<file path="src/rtl/cpt_pkg.sv">
// Shared widths and constants for the closest-point-on-triangle pipeline.
`default_nettype none
package cpt_pkg;
  localparam int COORD_WIDTH_DEF = 16;
  localparam int WEIGHT_WIDTH = 16;
  localparam int FRAC_BITS = 15;
  localparam int AREA_WIDTH_DEF = 4 * COORD_WIDTH_DEF + 7;
  localparam logic [WEIGHT_WIDTH-1:0] ONE_Q15 = 16'h8000;
endpackage
`default_nettype wire

</file>
<file path="src/rtl/cpt_div.sv">
// Pipelined signed ratio to unsigned Q1.15 weight, one quotient bit per stage.
`default_nettype none
module cpt_div
  import cpt_pkg::*;
#(
  parameter int NUM_WIDTH = AREA_WIDTH_DEF
) (
  input  wire logic                        clk,
  input  wire logic                        en,
  input  wire logic signed [NUM_WIDTH-1:0] num,
  input  wire logic signed [NUM_WIDTH-1:0] den,
  output logic [WEIGHT_WIDTH-1:0]          quo
);
  localparam int RW = NUM_WIDTH + 1;

  logic signed [NUM_WIDTH-1:0] num_n;
  logic signed [NUM_WIDTH-1:0] den_n;
  logic                        zero_n;
  logic [NUM_WIDTH-1:0]        mag_num;
  logic [NUM_WIDTH-1:0]        mag_den;
  logic                        mag_zero;
  logic [RW-1:0]               rem [0:FRAC_BITS];
  logic [RW-1:0]               dvs [0:FRAC_BITS];
  logic [FRAC_BITS-1:0]        q   [0:FRAC_BITS];
  logic                        sat [0:FRAC_BITS];
  logic                        zro [0:FRAC_BITS];

  always_comb begin
    if (den[NUM_WIDTH-1]) begin
      num_n = -num;
      den_n = -den;
    end else begin
      num_n = num;
      den_n = den;
    end
    zero_n = (den_n == '0) || num_n[NUM_WIDTH-1] || (num_n == '0);
  end

  always_ff @(posedge clk) begin
    if (en) begin
      mag_num  <= num_n;
      mag_den  <= den_n;
      mag_zero <= zero_n;
      rem[0]   <= {1'b0, mag_num};
      dvs[0]   <= {1'b0, mag_den};
      q[0]     <= '0;
      sat[0]   <= (mag_num >= mag_den);
      zro[0]   <= mag_zero;
    end
  end

  for (genvar i = 1; i <= FRAC_BITS; i++) begin : g_step
    logic [RW-1:0] sh;
    logic          ge;
    assign sh = {rem[i-1][RW-2:0], 1'b0};
    assign ge = (sh >= dvs[i-1]);
    always_ff @(posedge clk) begin
      if (en) begin
        rem[i] <= ge ? (sh - dvs[i-1]) : sh;
        dvs[i] <= dvs[i-1];
        q[i]   <= {q[i-1][FRAC_BITS-2:0], ge};
        sat[i] <= sat[i-1];
        zro[i] <= zro[i-1];
      end
    end
  end

  assign quo = zro[FRAC_BITS] ? '0 :
               sat[FRAC_BITS] ? ONE_Q15 : {1'b0, q[FRAC_BITS]};
endmodule
`default_nettype wire

</file>
<file path="config.mk">
export PLATFORM = sky130hd
export DESIGN_NAME = cpt_div
export DESIGN_NICKNAME = d
export VERILOG_FILES = /design/src/rtl/cpt_pkg.sv /design/src/rtl/cpt_div.sv
export SDC_FILE = /design/constraint.sdc
export NUM_CORES = 2
export LEC_CHECK = 0
export BUFFER_PORTS_ARGS = -buffer_cell sky130_fd_sc_hd__buf_2
export CAP_MARGIN = 10
export CORE_MARGIN = 2
export CORE_UTILIZATION = 30
export DETAILED_ROUTE_END_ITERATION = 10
export MAX_ROUTING_LAYER = met4
export PLACE_DENSITY_LB_ADDON = 0.15
export SYNTH_ARGS = -nofsm -noshare
export SYNTH_HDL_FRONTEND = slang
export SYNTH_SLANG_ARGS = --single-unit
</file>
<file path="constraint.sdc">
create_clock -name clk -period 11.9 [get_ports clk]
set_input_delay 2.38 -clock clk [delete_from_list [all_inputs] [get_ports clk]]
set_output_delay 2.38 -clock clk [all_outputs]
set_load 0.01 [all_outputs]
</file>
=== Word-level counts from Yosys, hierarchy flattened ===
Memory sizes are Yosys's and may differ from the RTL's.
Cells that the tools add are included.

* Bits in latches: 0
* ROM bits: 0
* Memories: 5
* Word-level logic and storage cells: 66
* Bits in writable memories: 2576
* Input port bits: 144
* Output and inout port bits: 16
* Flip-flop bits (word level): 143

{| class="wikitable"
|+ Memories
! memory !! depth !! bits a word !! read ports !! clocked after Yosys merged registers in !! wr ports !! line !! RTL
|-
| dvs || 16 || 72 || 15 || 0 || 16 || cpt_div.sv:23 || <nowiki>logic [RW-1:0] dvs [0:FRAC_BITS];</nowiki>
|-
| rem || 16 || 72 || 15 || 0 || 16 || cpt_div.sv:22 || <nowiki>logic [RW-1:0] rem [0:FRAC_BITS];</nowiki>
|-
| q || 16 || 15 || 16 || 0 || 16 || cpt_div.sv:24 || <nowiki>logic [FRAC_BITS-1:0] q [0:FRAC_BITS];</nowiki>
|-
| sat || 16 || 1 || 16 || 0 || 16 || cpt_div.sv:25 || <nowiki>logic sat [0:FRAC_BITS];</nowiki>
|-
| zro || 16 || 1 || 16 || 0 || 16 || cpt_div.sv:26 || <nowiki>logic zro [0:FRAC_BITS];</nowiki>
|}

* Shifts and indexed selects: 0
* Muxes and demuxes: 21
* $mul: 0
* Div/mod/pow operators: 0
* Equal/unequal tests: 0
* Bitwise operators: 0
* Add/subtract/negate cells: 17
* $lt $le $gt $ge: 16
* Reductions and logical operators: 4

{| class="wikitable"
|+ Operators with widths
! cell !! number
|-
| $ge 72x72->1 || 15
|-
| $mux 72 || 15
|-
| $sub 72x72->72 || 15
|-
| $logic_not 71->1 || 2
|-
| $mux 71 || 2
|-
| $neg 71->71 || 2
|-
| $ge 71x71->1 || 1
|-
| $mux 16 || 2
|-
| $logic_or 1x1->1 || 2
|-
| $mux 1 || 2
|}

=== Depth between registers and ports, before layout ===
* Depth in word-level cells: 5
* Depth in mapped cells: 18
* Gate-level depth less buffers: 15

=== Worst setup path before layout ===
Ideal clock, no wire load.

* Path type: input port to flip-flop
* From: input den[23]
* To: register mag_zero (data pin)
* Arrival time: 5.675 ns
* Setup slack: 6.045 ns
* Data required time: 11.720 ns
* Stages: 12
* Path through: or3_4 > or4_4 > or4_4 > or3_4 > or3_1 > buf_2 > or3_4 > o21ai_2 > xnor2_1 > nor3_2 > nand3_1 > o41ai_2

* Longest elaborated chain between the ends: 5

{| class="wikitable"
|+ Ends and longest elaborated chain
! element !! line !! RTL
|-
| start, declared || cpt_div.sv:11 || <nowiki>input wire logic signed [NUM_WIDTH-1:0] den,</nowiki>
|-
| $neg 71->71 || cpt_div.sv:31 || <nowiki>den_n = -den;</nowiki>
|-
| $mux 71 || cpt_div.sv:29 || <nowiki>if (den[NUM_WIDTH-1]) begin</nowiki>
|-
| via den_n[68] || cpt_div.sv:17 || <nowiki>logic signed [NUM_WIDTH-1:0] den_n;</nowiki>
|-
| $logic_not 71->1 || cpt_div.sv:36 || <nowiki>zero_n = (den_n == '0) || num_n[NUM_WIDTH-1] || (num_n == '0);</nowiki>
|-
| $logic_or 1x1->1 (2 in a row) || cpt_div.sv:36 ||
|-
| via zero_n || cpt_div.sv:18 || <nowiki>logic zero_n;</nowiki>
|-
| end signal, assigned || cpt_div.sv:43 || <nowiki>mag_zero <= zero_n;</nowiki>
|-
| end, declared || cpt_div.sv:21 || <nowiki>logic mag_zero;</nowiki>
|}

The timed path passes the listed nets, and every way through them passes these cells.
A chain may end at the register's enable or synchronous reset.

==> results.json <==
{
  "drive_gt1_share_pct": 7.42,
  "dr.pass1.iters": 6,
  "dp.final_hpwl_um": 313000,
  "worstReg2RegEnd": "rem[0][363]",
  "ys_top_cells_by_area": "edfxtp_1 49%, ha_1 9.5%, a21oi_1 5.1%",
  "placementRows": 259,
  "rr_worst_depth": 16,
  "worstSetupPathType": "reg2reg",
  "drc": 0,
  "cpMaxStageDelayCell": "buf_4",
  "dieArea_um2": 506000,
  "status": "finished, final reports clean",
  "postRouteAntennaNets": 0,
  "cts_tree": "built",
  "grt_antenna_before_repair": 5,
  "grt_busiest_layer": "met2",
  "grt_use_met3_pct": 1.49,
  "fmax_mhz": 165,
  "cts_setup_buffers": 0,
  "clockRootBuffer": "clkbuf_16",
  "peakVddDrop_mv": 0.193,
  "ys_seq_elements": 2425,
  "syn_avg_cell_area_um2": 10.2,
  "drt-initial-drc-count": 6494,
  "grt_pass1_wl_um": 617000,
  "yosysWarnings": 0,
  "grt_pass1_vias": 107000,
  "p_leak_nw": 66.7,
  "cp.arrival_ns": 6.71,
  "io_pins": 160,
  "ys.flop_type": "edfxtp_1",
  "power_density_nw_per_um2": 267,
  "maxCapViolCount": 0,
  "post-place-ws_ns": 5.00,
  "globalRouteMet1Util_pct": 18.6,
  "cp_slowest_stage_delay_ns": 0.62,
  "numClockSinks": 2425,
  "synthCells": 14700,
  "area_growth_pct": 12.0,
  "crit_required_ns": 12.55,
  "slew-limit-headroom_pct": 22.7,
  "synth_common_cells": "2425 x edfxtp_1, 1520 x a21oi_1, 1424 x inv_1, 1137 x ha_1, 1137 x nand2_1",
  "nNetsFinal": 15900,
  "die_x_um": 711,
  "end_kind": "register",
  "crit_top_cell": "buf_4",
  "cts_resized": 0,
  "via_per_inst": 4.86,
  "setup_ws_ns": 5.84,
  "grt-ovfl-total": 0,
  "core_um2": 498000,
  "grt_usage_pct": 15.7,
  "setup-tns-final_ns": 0,
  "synth_most_common_cell": "edfxtp_1",
  "clockBufferDepth": 4,
  "r2r_slack_ns": 5.84,
  "r2r_start": "rem[0][292]",
  "gp_congestion": 0.888,
  "grt_max_degree": 185,
  "wl_um": 398000,
  "max_slew.worst_pin.slew_ns": 1.15,
  "synth_area_um2": 150000,
  "setup_violations": 0,
  "vias": 105000,
  "maxSlewViolCount": 0,
  "rsz0062_at_grt": "false",
  "met2_usage_pct": 26.4,
  "clk_pin_slew_worst_paths_ns": 0.06,
  "seq_area_frac_synth_pct": 48.5,
  "hp-start": "q[8][2]",
  "portBuffers": 159,
  "initial_core_util_pct": 30.1,
  "synth_edf_count": 2425,
  "min_period_ns": 6.06,
  "placed_cell_area_um2": 158000,
  "holdCritPathClass": "reg2reg",
  "hold_violations": 0,
  "synth_cell_type_count": 90,
  "skew_ns": 0.0537,
  "clk_latency_ns": 0.93,
  "crit_chain": "ha_1, a211oi_1, nor2_1, or4b_1, a21oi_1, o31a_1, o21ai_1, a221o_1, buf_4, a21oi_2, o21ai_0, a221o_1, a211oi_4, buf_4, buf_4, mux2_2",
  "fin_crit_sh_pct": 51.0,
  "synth_top_area_cell": "edfxtp_1",
  "synth-async-reset-ratio_pct": 0,
  "syn-num-nets": 15900,
  "worstSetupStartpointType": "register",
  "htreeDepth": 5,
  "wire_per_inst_um": 18.5,
  "synth_top_area_share_pct": 48.5,
  "design_area_um2": 168000,
  "holdBufCountCts": 0,
  "critPathMaxFanout": 53,
  "fill_cells": 50600,
  "worst_hold_path.endpoint": "q[9][3]",
  "numCtsBuffers": 302,
  "holdPathStages": 0,
  "chipHeight_um": 711
}
[per-stage QoR]
| step | hold WS [ns] | utilization, % | cells | power (mW) |
|---|---|---|---|---|
| floorplan | 0.400 | - | 14700 | 29.7 |
| global placement | 0.401 | 31.8 | 21000 | 35.8 |
| detailed placement | 0.405 | 31.8 | 21000 | 35.7 |
| CTS | 0.396 | 33.8 | 21500 | 45.2 |
| global route | 0.396 | 33.8 | 21500 | 48.3 |
| finish | 0.400 | 33.8 | 21500 | 44.8 |
[flip-flops by register name (all words and copies together), names as in the netlist]
name      cells
dvs        1065
rem        1065
q           120
mag_den      71
mag_num      71
sat          16
zro          16
mag_zero      1
[cell families (layout without fill, tap and decap cells)]
family	Yosys count	after routing	share of synthesized area, %
XOR/XNOR	1078	1078	6.29
AO/OA/AOI/OAI	4248	4248	17.2
flip-flops	2425	2425	48.5
adder cells (fa/ha/maj)	1151	1151	9.67
multiplexers	320	320	2.39
buffers and inverters	1986	2216	4.98
AND/OR/NAND/NOR	3444	3444	10.9
other	0	7	0
[where the power goes]
part | internal [mW] | leakage (nW) | switching (mW)
sequential | 12.8 | 23.7 | 1.35
combinational | 8.69 | 38.2 | 12.8
clock | 5.47 | 4.77 | 3.71
[final cells by class]
type	count	area (um2)	area share, %
antenna	7	17.5	0.0104
clock buffer	362	8000	4.76
clock inverter	174	1810	1.08
inverter	1425	5350	3.18
multi-input combinational	10200	70000	41.7
sequential	2425	72800	43.3
tap	6655	8330	4.96
timing repair buffer	255	1720	1.02
[layout by cell type, fill, tap and decap left out, drive strengths merged, types with 81 or more instances in the layout]
master     n
a211oi    83
a21o     546
a21oi   1521
a31oi    124
and2      81
buf      255
clkbuf   362
clkinv   116
edfxtp  2425
ha      1137
inv     1436
mux2     307
nand2   1138
nand2b   135
nand3    198
nand4    343
nor2     871
nor2b    119
nor3     165
o21a     109
o21ai   1053
o21bai   210
o31ai    128
xnor2    704
xor2     374
[worst max-delay path, delay by kind of cell (launching register included)]
family                     cells  cell delay, ns
buffers and inverters          3            1.13
DFF                            1            0.45
AOI/OAI and AO/OA              9            2.65
adders and majority gates      1            0.41
muxes                          1            0.44
and+or+nand+nor                2            0.63
[routing by layer]
metal	routed length [um]	share of wire [%]
met1	174000	44
met4	25100	6.3
met2	189000	47
met5	0	0
met3	10800	2.7
[worst max path at each step]
stage | from | endpoint | slack, ns
after detailed placement | num[5] | mag_zero | 5.00
after global placement | num[5] | mag_zero | 4.90
after CTS | dvs[1][4] | rem[0][149] | 5.68
after floorplan | den[23] | mag_zero | 6.04
final | rem[0][292] | rem[0][363] | 5.84
after global routing | rem[0][292] | rem[0][363] | 5.56
Note: power is estimated with default switching activity, not from simulation.
